### src/rtl/htbd_pkg.sv
`default_nettype none

package htbd_pkg;

  localparam logic       MODE_LOAD   = 1'b0;
  localparam logic       MODE_DECODE = 1'b1;

  localparam logic [1:0] ST_OK      = 2'd0;
  localparam logic [1:0] ST_MISSING = 2'd1;
  localparam logic [1:0] ST_FULL    = 2'd2;

  typedef enum logic [1:0] {
    RA_CUR,
    RA_NODE,
    RA_CHILD
  } rd_sel_t;

  typedef struct packed {
    logic       capture;
    logic       rd_en;
    rd_sel_t    rd_sel;
    logic       l_take;
    logic       l_fin;
    logic       d_take;
    logic       d_adv;
    logic       cur_root;
    logic       emit;
    logic [1:0] emit_status;
    logic       emit_sym;
  } cmd_t;

  typedef struct packed {
    logic len_zero;
    logic l_child_zero;
    logic d_child_zero;
    logic table_full;
    logic last_bit;
    logic leaf;
    logic out_free;
  } stat_t;

endpackage

`default_nettype wire

### src/rtl/htbd_ctrl.sv
`default_nettype none

module htbd_ctrl (
  input  wire logic          clk,
  input  wire logic          rst_n,
  input  wire logic          in_valid,
  input  wire logic          in_mode,
  output logic               in_stall,
  input  wire htbd_pkg::stat_t stat,
  output htbd_pkg::cmd_t     cmd
);

  typedef enum logic [2:0] {
    S_IDLE,
    S_LSTEP,
    S_LFIN,
    S_LREAD,
    S_DSTEP,
    S_DLEAF
  } state_t;

  state_t state_r;
  state_t state_nxt;

  always_ff @(posedge clk) begin
    if (!rst_n) begin
      state_r <= S_IDLE;
    end else begin
      state_r <= state_nxt;
    end
  end

  assign in_stall = (state_r != S_IDLE);

  always_comb begin
    cmd         = '0;
    cmd.rd_sel  = htbd_pkg::RA_CUR;
    state_nxt   = state_r;
    unique case (state_r)
      S_IDLE: begin
        cmd.rd_en  = 1'b1;
        cmd.rd_sel = htbd_pkg::RA_CUR;
        if (in_valid) begin
          cmd.capture = 1'b1;
          if (in_mode == htbd_pkg::MODE_DECODE) begin
            state_nxt = S_DSTEP;
          end else if (!stat.len_zero) begin
            state_nxt = S_LSTEP;
          end
        end
      end
      S_LSTEP: begin
        if (stat.l_child_zero && stat.table_full) begin
          if (stat.out_free) begin
            cmd.emit        = 1'b1;
            cmd.emit_status = htbd_pkg::ST_FULL;
            state_nxt       = S_IDLE;
          end
        end else begin
          cmd.l_take = 1'b1;
          state_nxt  = S_LFIN;
        end
      end
      S_LFIN: begin
        cmd.l_fin = 1'b1;
        state_nxt = stat.last_bit ? S_IDLE : S_LREAD;
      end
      S_LREAD: begin
        cmd.rd_en  = 1'b1;
        cmd.rd_sel = htbd_pkg::RA_NODE;
        state_nxt  = S_LSTEP;
      end
      S_DSTEP: begin
        if (stat.d_child_zero) begin
          if (stat.out_free) begin
            cmd.emit        = 1'b1;
            cmd.emit_status = htbd_pkg::ST_MISSING;
            cmd.cur_root    = 1'b1;
            state_nxt       = S_IDLE;
          end
        end else begin
          cmd.d_take = 1'b1;
          cmd.rd_en  = 1'b1;
          cmd.rd_sel = htbd_pkg::RA_CHILD;
          state_nxt  = S_DLEAF;
        end
      end
      S_DLEAF: begin
        if (stat.leaf) begin
          if (stat.out_free) begin
            cmd.emit        = 1'b1;
            cmd.emit_status = htbd_pkg::ST_OK;
            cmd.emit_sym    = 1'b1;
            cmd.cur_root    = 1'b1;
            state_nxt       = S_IDLE;
          end
        end else begin
          cmd.d_adv = 1'b1;
          state_nxt = S_IDLE;
        end
      end
      default: begin
        state_nxt = S_IDLE;
      end
    endcase
  end

endmodule

`default_nettype wire

### config.mk
export PLATFORM = sky130hd
export DESIGN_NAME = htbd_ctrl
export DESIGN_NICKNAME = d
export VERILOG_FILES = /design/src/rtl/htbd_pkg.sv /design/src/rtl/htbd_ctrl.sv
export SDC_FILE = /design/constraint.sdc
export NUM_CORES = 1
export LEC_CHECK = 0
export BUFFER_PORTS_ARGS = -buffer_cell sky130_fd_sc_hd__buf_4
export CAP_MARGIN = 5
export CORE_AREA = 2 2 39 41
export CTS_BUF_LIST = sky130_fd_sc_hd__clkbuf_4 sky130_fd_sc_hd__clkbuf_8 sky130_fd_sc_hd__clkbuf_16
export DETAILED_ROUTE_END_ITERATION = 7
export DIE_AREA = 0 0 41 43
export GPL_TIMING_DRIVEN = 0
export PLACE_DENSITY_LB_ADDON = 0.2
export SLEW_MARGIN = 20
export SYNTH_ARGS = -nofsm -noshare
export SYNTH_HDL_FRONTEND = slang
export SYNTH_SLANG_ARGS = --single-unit
### constraint.sdc
create_clock -name clk -period 1.3 [get_ports clk]
set_clock_uncertainty 0.05 [all_clocks]
set_input_delay 0.195 -clock clk [delete_from_list [all_inputs] [get_ports clk]]
set_output_delay 0.195 -clock clk [all_outputs]
set_load 0.005 [all_outputs]
## Word level (Yosys, flattened, before mapping)

Cells that the tools add are included.

- Register bits after elaboration: 3
- Bits of input ports: 11

- Equality and inequality tests: 7
- Multiplexer cells: 29
- Reduce and logical (&&, ||, !) cells: 4

Operators by type and width:

| cell | count |
|---|---|
| $mux W3 | 10 |
| $pmux W3 S3 | 2 |
| $pmux W3 S6 | 1 |
| $mux W1 | 10 |
| $mux W5 | 2 |
| $mux W4 | 2 |
| $eq A3 B2 Y1 const B | 2 |
| $eq A3 B3 Y1 const B | 2 |
| $eq A3 B1 Y1 const B | 1 |
| $logic_not A3 Y1 | 1 |
| $ne A3 B3 Y1 const B | 1 |
| $reduce_bool A3 Y1 | 1 |
| $mux W2 | 1 |
| $ne A2 B2 Y1 const B | 1 |
| $pmux W1 S2 | 1 |
| $reduce_and A2 Y1 | 1 |
| $logic_and A1 B1 Y1 | 1 |

## Logic depth before layout (Yosys ltp)

Gate-level depths: netlist of run 1.

- Depth after elaboration: 4
- Gate-level depth with buffers: 5
- Mapped depth without buffers: 3

## Worst setup path after synthesis of run 1

No wires, ideal clock.

- Path kind: register to register
- Start: reg state_r[0]
- End: reg state_r[2]
- Library setup time: 0.126 ns
- Arrival time: 1.097 ns
- Data required time: 1.124 ns
- Setup slack: 0.026 ns
- Stages on the path, launching flop included: 5
- Path buffers: 1
- Period minus slack after synthesis: 1.274 ns
- Cell sequence: dfxtp_1 > buf_2 > or3_1 > a21oi_2 > a2111oi_1

- Word-level cells in the longest chain between the ends: 3
- Elaborated cells between the ends (all ways): 10

RTL lines:

| what | RTL line | source |
|---|---|---|
| start, declared | htbd_ctrl.sv:22 | `state_t state_r;` |
| start signal, assigned | htbd_ctrl.sv:29 | `state_r <= state_nxt;` |
| $logic_not A3 Y1 | htbd_ctrl.sv:39 | `unique case (state_r)` |
| $ne A3 B3 Y1 (no source line) or $ne A2 B2 Y1 (tied branches) | n/a |  |
| $reduce_and A2 Y1 (no source line) | n/a |  |

Several ways; a longest one is shown, not always the timed one.
A chain may end at the register's enable or synchronous reset.

==> key figures, run 1 <==
Outcome
  – Status: finished with violations
  – Failing checks: setup timing

Routing
  – Vias/cell: 4.876
  – Final Routed Wirelength: between 1 and 1.5 mm
  – Met2 WL: 688 um
  – Wl on met1: between 400 and 500 um
  – Via count: just over 500
  – ANT nets after route: 0
  – Initial drt markers: 10
  – TritonRoute pass-1 iters: 4
  – DRC: 0
  – Met3 wire length: around 63 um
  – WL/cell: ~12 um
  – Top sig layer: met4

Min path
  – WHS Path Cells: 4
  – Hold EP: state_r[1]$_SDFFE_PN0P_
  – Hold Crit Class: input pin to register
  – Hold path startpoint: stat[2]

Timing
  – Crit share post-route: 117.8%
  – Setup ws final: -0.2312 ns
  – Crit path time final: between 1.5 and 2 ns
  – Max Fclk: approximately 0.65 GHz
  – Final setup viols: 15
  – Hold Fails Final Rpt: 0
  – Max_slew headroom: between 80% and 90%
  – RSZ-0062 raised after global routing: true
  – Max Slew Vio Count: 0
  – Worst-margin pin slew: 0.2544 ns

Pwr
  – PwrDens: around 700 nW/um^2
  – Power Total: approximately 0.0006 W
  – P_leak: 0.3681 nW
  – Max IR drop VDD: 515.4 uV

Yosys
  – Register bit total from synthesis: 3
  – Post-synth cell types: 29
  – Yosys top cell by area: dfxtp_1
  – Post-Syn Area per Cell: ~7.5 um^2
  – Synthesis Warnings: 0
  – Main synth FF type: dfxtp_1
  – Synth top area share: around 16%
  – Mapped Cells: between 50 and 60
  – Sequential-to-total area share from yosys stat: ~16%
  – Synth top cells by count: 4 x and2_1, 4 x nand2b_1
  – Synth Net Count: 62
  – Top cells by area, synth: dfxtp_1 16%, and2_1 6.5%, nand2b_1 6.5%, mux2i_1 5.2%, nand3b_4 5.2%
  – Fraction of registers with async set/reset: 0%
  – Number of enable flip-flop cells after synthesis: 0
  – Synthesized area: around 380 um^2

Clocking
  – CTS tree: built
  – Total CTS buffers: 3
  – CTS Hold Bufs: 0
  – Worst-path clk slew: approximately 0.04 ns
  – Clock Root Buffer: clkbuf_4
  – CTS sink count: 3
  – Clock buffer depth: 2
  – Clock Latency Late Sink: 0.23 ns
  – H-tree depth: 1

Layout
  – Nets: between 100 and 150
  – Layout cell share with drive strength beyond 1: between 60% and 70%
  – Ant. Diodes: 0
  – Max reg flops: 3
  – Most flops, register: state_r
  – Area growth, synth to finish: 117.6%
  – Post-Layout Cell Count: roughly 110
  – Multi-input combinational cell area: between 300 and 400 um^2
  – Fill count: 118
  – Biggest regs: state_r (3)
  – Flip-flop and latch area: about 70 um^2

Worst setup path
  – Startpoint Class: register
  – Crit Path Category: register to primary output
  – Crit-path leading delay family: simple AND/OR/NAND/NOR gates
  – Worst path max stage delay: roughly 0.40 ns
  – CP Capture Type: primary output
  – R2R cell count: 6
  – Reg2reg end: state_r[0]$_SDFFE_PN0P_
  – WP data arrival: ~1.3 ns
  – CP Cell Sequence: buf_6, or3_4, nor2_1, buf_4
  – R2R Setup Slk: -0.18 ns
  – Critical path peak fanout: 5
  – CP bufs+invs: 2
  – Crit-path slowest cell: or3_4
  – Worst reg2reg path startpoint: state_r[0]$_SDFFE_PN0P_
  – WP depth: 4
  – CP required: about 1.1 ns

Placement
  – Routability congestion estimate: slightly above 0.7
  – DP HPWL: 738.9 um
  – Dpl cells: 91
  – PortBufs: 24

Global route
  – Vias in the first global route: 437
  – Global route overflow: 0
  – Initial antenna violation count: 0
  – Largest net degree at the start of global routing: 8
  – Gr usage total: 14.34%
  – First-pass GRT wire length: 1.718 mm

Floorplan
  – Initial Utilization: approximately 28%
  – DIE AREA: 1763 um^2
  – Die Wd: roughly 41 um
  – IO Pins: 25
  – Die H: 43 um
  – Core ar.: approximately 1400 um^2
  – # rows: 14

Job
  – Max-cap viol count: 0
[final cells by class]
cell class                 instances  share of cell area, %
timing repair buffer              35                  35.29
tap                               16                  2.402
inverter                           2                 0.9009
multi-input combinational         43                  46.85
buffer                             2                  2.703
sequential                         3                  8.258
clock buffer                       4                  3.604
[report_power, final]
part / total (W) / switching [W] / internal [W]
clock: 0.000182 / 0.0000466 / 0.000136
sequential: 0.000109 / 0.00000959 / 0.0000992
combinational: 0.000307 / 0.000127 / 0.000181
total: 0.000598 / 0.000183 / 0.000416
[how the worst max path moves through the flow]
stage / start / to / slack [ns]
floorplan: state_r[0]$_SDFFE_PN0P_ / state_r[2]$_SDFFE_PN0P_ / 0.03
global placement: state_r[1]$_SDFFE_PN0P_ / cmd[3] / -0.08
detailed placement: state_r[2]$_SDFFE_PN0P_ / cmd[3] / -0.08
CTS: state_r[0]$_SDFFE_PN0P_ / cmd[3] / -0.23
global route: state_r[0]$_SDFFE_PN0P_ / cmd[3] / -0.28
finish: state_r[0]$_SDFFE_PN0P_ / cmd[12] / -0.23
[through the flow]
step	util, %	instance area, um^2	setup slack [ns]	setup TNS (ns)	hold slack (ns)
after CTS	54.79	758.2	-0.2313	-1.815	0.2000
after detailed placement	42.13	583.1	-0.07649	-0.2344	0.4568
after global placement	42.13	583.1	-0.08142	-0.2137	0.4603
after floorplan	-	382.9	0.02644	0	0.3259
final	60.22	833.3	-0.2312	-1.962	0.2495
after global routing	60.22	833.3	-0.2805	-2.700	0.2625
[repair_timing]
item,in CTS,in global routing
pin swaps,2,4
buffers inserted,7,3
hold endpoints to repair,0,0
setup endpoints to repair,17,17
cloned,1,0
gates resized for setup,24,13
[kinds of logic (layout without fill, tap and decap cells)]
family          after synthesis  in the layout  share of synthesized area [%]
mux                           2              2                          5.229
compound gates               10             10                          20.92
flops                         3              3                          15.69
simple gates                 31             31                          50.65
buf+inv                       5             43                          7.517
[metal layers]
layer  global-route usage [%]  vias to the layer above
met5                        0                        -
met4                    11.33                        0
met3                    3.141                        2
met2                    22.81                       17
met1                    15.06                      235
li1                         -                      258
[placed cells by master, fill, tap and decap left out, drive strengths merged, types with 2 or more instances in the layout]
master and n:
a2111oi 2, a21oi 3, and2 4, and2b 2, buf 37, clkbuf 4
dfxtp 3, inv 2, mux2i 2, nand2 3, nand2b 4, nand3 3
nor2 4, nor2b 2, nor3 2, nor3b 2
[worst reg2reg max path, cell delays in order, from the launching register on]
cell	delay, ns
dfxtp_2	0.31
buf_6	0.13
or3_4	0.40
buf_6	0.13
buf_6	0.10
a21oi_4	0.16
a2111oi_2	0.07
Note: power is estimated with default switching activity, not from simulation.
==> run 2: changes to the inputs <==
--- a/config.mk
+++ b/config.mk
@@ -17,3 +17,4 @@
 export SYNTH_ARGS = -nofsm -noshare
 export SYNTH_HDL_FRONTEND = slang
 export SYNTH_SLANG_ARGS = --single-unit
+export TNS_END_PERCENT = 50
==> run 2 against run 1 <==
  * Register-to-register slack better by 0.11 ns
  * Global-route usage is 1.4 points lower
  * The flow still finishes with violations (setup timing)
  * Hold slack worse by 0.044 ns
  * Setup slack better by 0.00063 ns
  * Highest routed layer is now met3
  * Core utilization is 4.7 points lower
  * Sequential power hardly changed
  * Clock power hardly changed
  * Routed wire length is 6.9% lower
  * Die area stayed put
==> key figures, run 2 (same netlist as run 1, synthesis figures left out) <==
Worst setup path
  – CP required: 1.05 ns (about the same)
  – Crit Path Category: register to primary output (unchanged)
  – CP Capture Type: primary output (unchanged)
  – Startpoint Class: register (unchanged)
  – WP data arrival: 1.29 ns (about the same)
  – Critical path peak fanout: 5 (unchanged)
  – R2R Setup Slk: -0.07 ns (was -0.18 ns)

Floorplan
  – IO Pins: 25 (unchanged)
  – Core ar.: 1384 um^2 (unchanged)
  – Die Wd: 41 um (unchanged)
  – DIE AREA: 1763 um^2 (unchanged)
  – # rows: 14 (unchanged)
  – Initial Utilization: 27.67% (unchanged)
  – Die H: 43 um (unchanged)

Timing
  – Max_slew headroom: 76.96% (was 83.01%)
  – RSZ-0062 raised after global routing: true (unchanged)
  – Crit path time final: 1.531 ns (about the same)
  – Crit share post-route: 117.7% (was 117.8%)
  – Setup ws final: -0.2306 ns (was -0.2312 ns)
  – Max Fclk: 0.6533 GHz (was 0.6531 GHz)
  – Worst-margin pin slew: 0.3448 ns (was 0.2544 ns)
  – Final setup viols: 15 (unchanged)
  – Hold Fails Final Rpt: 0 (unchanged)
  – Fin Setup TNS: -1.486 ns (was -1.962 ns)
  – Max Slew Vio Count: 0 (unchanged)

Pwr
  – Max IR drop VDD: 504.3 uV (was 515.4 uV)
  – Power Total: 0.0005564 W (was 0.0005983 W)
  – P_leak: 0.3451 nW (was 0.3681 nW)
  – PwrDens: 724.3 nW/um^2 (was 718.0 nW/um^2)

Placement
  – DP HPWL: 738.9 um (unchanged)
  – Pre-CTS setup slack: -0.07649 ns (unchanged)
  – Routability congestion estimate: 0.7233 (unchanged)
  – Dpl cells: 91 (unchanged)
  – PortBufs: 24 (unchanged)

Outcome
  – Failing checks: setup timing (unchanged)
  – Status: finished with violations (unchanged)

Clocking
  – Clock Root Buffer: clkbuf_4 (unchanged)
  – Clock Latency Late Sink: 0.23 ns (about the same)
  – Total CTS buffers: 3 (unchanged)
  – H-tree depth: 1 (unchanged)
  – CTS sink count: 3 (unchanged)
  – Worst-path clk slew: 0.04 ns (about the same)
  – CTS tree: built (unchanged)
  – CTS Hold Bufs: 0 (unchanged)
  – Clock buffer depth: 2 (unchanged)

Job
  – Max-cap viol count: 0 (unchanged)

Global route
  – Initial antenna violation count: 0 (unchanged)
  – Vias in the first global route: 395 (was 437)
  – Gr usage total: 12.94% (was 14.34%)
  – Largest net degree at the start of global routing: 8 (unchanged)
  – Global route overflow: 0 (unchanged)
  – First-pass GRT wire length: 1.552 mm (was 1.718 mm)

Routing
  – Via count: 479 (was 512)
  – DRC: 0 (unchanged)
  – Vias/cell: 4.696 (was 4.876)
  – Initial drt markers: 6 (was 10)
  – ANT nets after route: 0 (unchanged)
  – Final Routed Wirelength: 1.153 mm (was 1.238 mm)
  – WL/cell: 11.30 um (was 11.79 um)
  – TritonRoute pass-1 iters: 3 (was 4)

Layout
  – Most flops, register: state_r (unchanged)
  – Post-Layout Cell Count: 102 (was 105)
  – Commonest non-fill, non-tap cell in the layout: buf_4 (unchanged)
  – Biggest regs: state_r (3) (unchanged)
  – Final Core Density: 55.52% (was 60.22%)
  – Layout cell share with drive strength beyond 1: 63.95% (was 68.54%)
  – Highest-count cells in the layout ignoring fill and taps: 23 x buf_4, 9 x buf_6, 4 x clkbuf_4 (was 23 x buf_4, 12 x buf_6, 4 x clkbuf_4)
  – Max reg flops: 3 (unchanged)
  – Ant. Diodes: 0 (unchanged)
  – Area growth, synth to finish: 100.7% (was 117.6%)
  – Nets: 98 (was 101)

Min path
  – Hold Crit Class: input pin to register (unchanged)
run 2: through the flow:
| step | hold slack, ns | cell area, um^2 |
|---|---|---|
| floorplan | 0.3259 | 382.9 |
| global placement | 0.4603 | 583.1 |
| detailed placement | 0.4568 | 583.1 |
| CTS | 0.2000 | 747.0 |
| global route | 0.2147 | 768.2 |
| finish | 0.2057 | 768.2 |
run 2: critical path: stages, from the launching register on:
cell and delay [ns]:
dfxtp_2 0.31, buf_6 0.13, or3_4 0.41, nor2_1 0.10, buf_4 0.11
run 2: timing repair:
| item | CTS | global route |
|---|---|---|
| pin swaps | 2 | 2 |
| gates resized for setup | 21 | 8 |
| gates cloned | 1 | 0 |
| setup buffers | 7 | 0 |
| endpoints found under the setup margin | 17 | 17 |
run 2: power by group:
group | internal (W) | switching [W] | leakage (nW)
Combinational | 0.000155 | 0.000112 | 0.300
Clock | 0.000136 | 0.0000463 | 0.0184
Sequential | 0.0000992 | 0.00000889 | 0.0264
Total | 0.000390 | 0.000167 | 0.345
run 2: worst paths after layout:
kind | startpoint | to | cells after the start
setup reg to reg | state_r[0]$_SDFFE_PN0P_ | state_r[2]$_SDFFE_PN0P_ | 5
hold / removal | rst_n | state_r[1]$_SDFFE_PN0P_ | 3
hold reg to reg | state_r[2]$_SDFFE_PN0P_ | state_r[0]$_SDFFE_PN0P_ | 3
setup / recovery | state_r[0]$_SDFFE_PN0P_ | cmd[12] | 4
run 2: per-layer routing:
layer	vias up	global-route usage (%)	wire length (um)
li1	252	-	-
met1	212	14.42	494
met2	15	20.63	597
met3	0	3.141	61
met4	0	8.000	0
met5	-	0	0
run 2: layout make-up:
class | instances | area, um^2
tap | 16 | 20.02
inverter | 2 | 7.507
fill | 132 | 615.6
multi-input combinational | 43 | 359.1
timing repair buffer | 32 | 260.3
sequential | 3 | 68.82
clock buffer | 4 | 30.03
buffer | 2 | 22.52
==> run 3: changes to the inputs <==
--- a/config.mk
+++ b/config.mk
@@ -5,7 +5,8 @@
 export SDC_FILE = /design/constraint.sdc
 export NUM_CORES = 1
 export LEC_CHECK = 0
-export BUFFER_PORTS_ARGS = -buffer_cell sky130_fd_sc_hd__buf_4
+export ABC_AREA = 1
+export BUFFER_PORTS_ARGS = -buffer_cell sky130_fd_sc_hd__buf_2
 export CAP_MARGIN = 5
 export CORE_AREA = 2 2 39 41
 export CTS_BUF_LIST = sky130_fd_sc_hd__clkbuf_4 sky130_fd_sc_hd__clkbuf_8 sky130_fd_sc_hd__clkbuf_16
==> constraint.sdc (replaced) <==
create_clock -name clk -period 1.44 [get_ports clk]
set_clock_uncertainty 0.05 [all_clocks]
set_input_delay 0.216 -clock clk [delete_from_list [all_inputs] [get_ports clk]]
set_output_delay 0.216 -clock clk [all_outputs]
set_load 0.005 [all_outputs]
==> run 3 against run 2 <==
  * Total power down 23%
  * Sequential power fell by 5%
  * The run still ends with setup timing left
  * Sequential share of layout area is 2.9 points higher
  * Final area fell by 26%
  * Clock power fell by 8%
  * Setup slack better by 0.18 ns
  * Largest power group is now clock
  * Die area is the same
  * Synthesized cell count grew 27%
  * Non-clock buffer count down 6
==> key figures, run 3 <==
Yosys
  – Synth top area share: 19.03% (was 15.69%)
  – Post-Syn Area per Cell: 5.159 um^2 (was 7.507 um^2)
  – Fraction of registers with async set/reset: 0% (unchanged)
  – Sequential-to-total area share from yosys stat: 17.91% (was 15.69%)
  – Synthesis Warnings: 0 (unchanged)
  – Top-count cell post-synth: inv_1
  – Register bit total from synthesis: 3 (unchanged)
  – Post-synth cell types: 14 (was 29)
  – Main synth FF type: dfxtp_1 (unchanged)
  – Synthesized area: 335.3 um^2 (was 382.9 um^2)
  – Number of enable flip-flop cells after synthesis: 0 (unchanged)
  – Yosys top cell by area: inv_1 (was dfxtp_1)
  – Top cells by area, synth: inv_1 19%, dfxtp_1 18%, nand2_1 12%, nor2_1 12%, nand3_1 10% (was dfxtp_1 16%, and2_1 6.5%, nand2b_1 6.5%, mux2i_1 5.2%, nand3b_4 5.2%)
  – Synth top cells by count: 17 x inv_1, 11 x nand2_1, 11 x nor2_1 (was 4 x and2_1, 4 x nand2b_1)
  – Synth Net Count: 76 (was 62)
  – Mapped Cells: 65 (was 51)

Routing
  – Vias/cell: 4.223 (was 4.696)
  – Via count: 473 (was 479)
  – DRC: 0 (unchanged)
  – TritonRoute pass-1 iters: 1 (was 3)
  – ANT nets after route: 0 (unchanged)
  – Initial drt markers: 0 (was 6)
  – WL/cell: 8.250 um (was 11.30 um)
  – Final Routed Wirelength: 924 um (was 1.153 mm)

Layout
  – Ant. Diodes: 0 (unchanged)
  – Flip-flop and latch area: 67.56 um^2 (was 68.82 um^2)
  – Nets: 108 (was 98)
  – Fin area: 569.3 um^2 (was 768.2 um^2)
  – Area growth, synth to finish: 69.78% (was 100.7%)
  – Commonest non-fill, non-tap cell in the layout: buf_2 (was buf_4)
  – Highest-count cells in the layout ignoring fill and taps: 24 x buf_2, 15 x inv_1, 11 x nand2_1 (was 23 x buf_4, 9 x buf_6, 4 x clkbuf_4)
  – Multi-input combinational cell area: 221.5 um^2 (was 359.1 um^2)
  – Most flops, register: state_r (unchanged)
  – Max reg flops: 3 (unchanged)
  – Fill count: 149 (was 132)
  – Biggest regs: state_r (3) (unchanged)
  – Layout cell share with drive strength beyond 1: 47.92% (was 63.95%)

Pwr
  – Internal power: 0.0002865 W (was 0.0003897 W)
  – Switching Fraction: 33.10% (was 29.96%)
  – PwrDens: 752.3 nW/um^2 (was 724.3 nW/um^2)
  – Clk pwr share: 39.2% (was 32.7%)
  – Flop pwr share: 24.1% (was 19.4%)
  – P_leak: 0.3701 nW (was 0.3451 nW)
  – Net Switching: 0.0001418 W (was 0.0001667 W)
  – Max IR drop VDD: 249.2 uV (was 504.3 uV)
  – Gate power share: 36.7% (was 47.9%)
  – Power Total: 0.0004283 W (was 0.0005564 W)

Timing
  – Worst-margin pin slew: 0.2017 ns (was 0.3448 ns)
  – Final setup viols: 2 (was 15)
  – Max Slew Vio Count: 0 (unchanged)
  – Crit path time final: ~1.5 ns
  – Hold Slack: 0.1792 ns (was 0.2057 ns)
  – Max Fclk: 0.6713 GHz
  – Setup ws final: -0.04975 ns (was -0.2306 ns)
  – Crit share post-route: 103.5%
  – RSZ-0062 raised after global routing: true (unchanged)
  – Max_slew headroom: 86.45% (was 76.96%)
  – Hold Fails Final Rpt: 0 (unchanged)

Floorplan
  – Initial Utilization: 24.23% (was 27.67%)
  – Core ar.: 1384 um^2 (unchanged)
  – DIE AREA: 1763 um^2 (unchanged)
  – Die H: 43 um (unchanged)
  – # rows: 14 (unchanged)
  – Die Wd: 41 um (unchanged)
  – IO Pins: 25 (unchanged)

Min path
  – Hold Crit Class: input pin to register (unchanged)
  – WHS Path Cells: 3 (unchanged)

Clocking
  – CTS tree: built (unchanged)
  – Clock buffer depth: 2 (unchanged)
  – Total CTS buffers: 3 (unchanged)
  – Worst-path clk slew: 0.03 ns (was 0.04 ns)
  – Clock Latency Late Sink: 0.23 ns (about the same)
  – Clock Root Buffer: clkbuf_4 (unchanged)
  – CTS Hold Bufs: 0 (unchanged)
  – CTS sink count: 3 (unchanged)
  – H-tree depth: 1 (unchanged)

Placement
  – DP HPWL: 753.2 um (was 738.9 um)
  – PortBufs: 24 (unchanged)
  – Pre-CTS setup slack: 0.05028 ns (was -0.07649 ns)
  – Dpl cell area: 475.5 um^2 (was 583.1 um^2)
  – Routability congestion estimate: 0.7641 (was 0.7233)

Worst setup path
  – Crit-path leading delay family: simple AND/OR/NAND/NOR gates (unchanged)
  – CP required: 1.17 ns (was 1.05 ns)
  – CP Cell Sequence: inv_4, nand2_4, nor2_1, nand3_1, nand2_1, or2_1, buf_2 (was buf_6, or3_4, nor2_1, buf_4)
  – CP Capture Type: primary output (unchanged)
  – CP bufs+invs: 2 (unchanged)
  – R2R cell count: 7 (was 5)
  – Crit Path Category: register to primary output (unchanged)
  – Startpoint Class: register (unchanged)
  – Crit-path slowest cell: dfxtp_4 (was or3_4)
  – WP depth: 7 (was 4)
  – WP data arrival: 1.22 ns (was 1.29 ns)
  – Critical path peak fanout: 4 (was 5)
  – Worst path max stage delay: 0.38 ns (was 0.41 ns)

Outcome
  – Status: finished with violations (unchanged)
  – Failing checks: setup timing (unchanged)

Global route
  – Vias in the first global route: 406 (was 395)
  – First-pass GRT wire length: 1.497 mm (was 1.552 mm)
  – Largest net degree at the start of global routing: 8 (unchanged)
  – Global route overflow: 0 (unchanged)
  – Gr usage total: 12.34% (was 12.94%)
  – Initial antenna violation count: 0 (unchanged)

Job
  – Max-cap viol count: 0 (unchanged)
-- run 3: cell count changes in the layout (fill, tap and decap cells not counted), moves of 3 or more --
| cell | before | now |
|---|---|---|
| nand2b_1 | 3 | 0 |
| and2_1 | 3 | 0 |
| inv_1 | 2 | 15 |
| buf_4 | 23 | 3 |
| buf_6 | 9 | 1 |
| nand2_1 | 2 | 11 |
| nor2_1 | 3 | 10 |
| buf_2 | 1 | 24 |
-- run 3: stage by stage --
step | util [%] | setup TNS, ns | cells
6_report | 41.14 | -0.05345 | 112
5_1_grt | 41.14 | -0.6690 | 112
4_1_cts | 39.78 | -0.08191 | 112
3_5_place_dp | 34.36 | 0 | 105
3_3_place_gp | 34.36 | 0 | 105
2_1_floorplan | - | 0 | 65
-- run 3: final timing paths --
| path | startpoint | endpoint | slack [ns] |
|---|---|---|---|
| setup / recovery | state_r[1]$_SDFFE_PN0P_ | cmd[3] | -0.05 |
| hold / removal | rst_n | state_r[1]$_SDFFE_PN0P_ | 0.18 |
| setup reg to reg | state_r[0]$_SDFFE_PN0P_ | state_r[2]$_SDFFE_PN0P_ | 0.28 |
| hold reg to reg | state_r[1]$_SDFFE_PN0P_ | state_r[2]$_SDFFE_PN0P_ | 0.57 |
-- run 3: kinds of logic after synthesis --
family / Yosys count / synth area share, %
flops: 3 / 17.91
simple gates: 36 / 48.51
buf+inv: 20 / 24.63
compound gates: 6 / 8.956
-- run 3: power by group through the flow --
stage | logic [W] | clock network [W] | registers (W)
detailed placement | 0.000137 | 0 | 0.000101
floorplan | 0.0000867 | 0 | 0.0000987
CTS | 0.000155 | 0.000173 | 0.000102
global route | 0.000179 | 0.000185 | 0.000105
global placement | 0.000137 | 0 | 0.000101
finish | 0.000157 | 0.000168 | 0.000103
-- run 3: final cells by class --
class | count | share of cell area [%]
plain buffers | 1 | 1.978
clock buffers | 4 | 5.275
inverters | 19 | 13.41
multi-input cells | 42 | 38.90
flip-flops and latches | 3 | 11.87
well taps | 16 | 3.516
repair buffers | 27 | 25.05
-- run 3: per-layer routing --
metal	GRT usage (%)	share of wire [%]	up-vias
li1	-	-	258
met1	14.42	46	194
met2	18.75	45	21
met3	3.141	8.0	0
met4	8.000	0	0
met5	0	0	-
-- run 3: worst min-delay path, stage by stage --
cell	delay (ns)
buf_2	0.09
inv_1	0.07
a21oi_1	0.04
-- run 3: timing repair --
action                     in CTS  in global routing
setup endpoints to repair       8                 13
setup buffers                   3                  0
resized for setup               9                  5
pin swaps                       3                  1
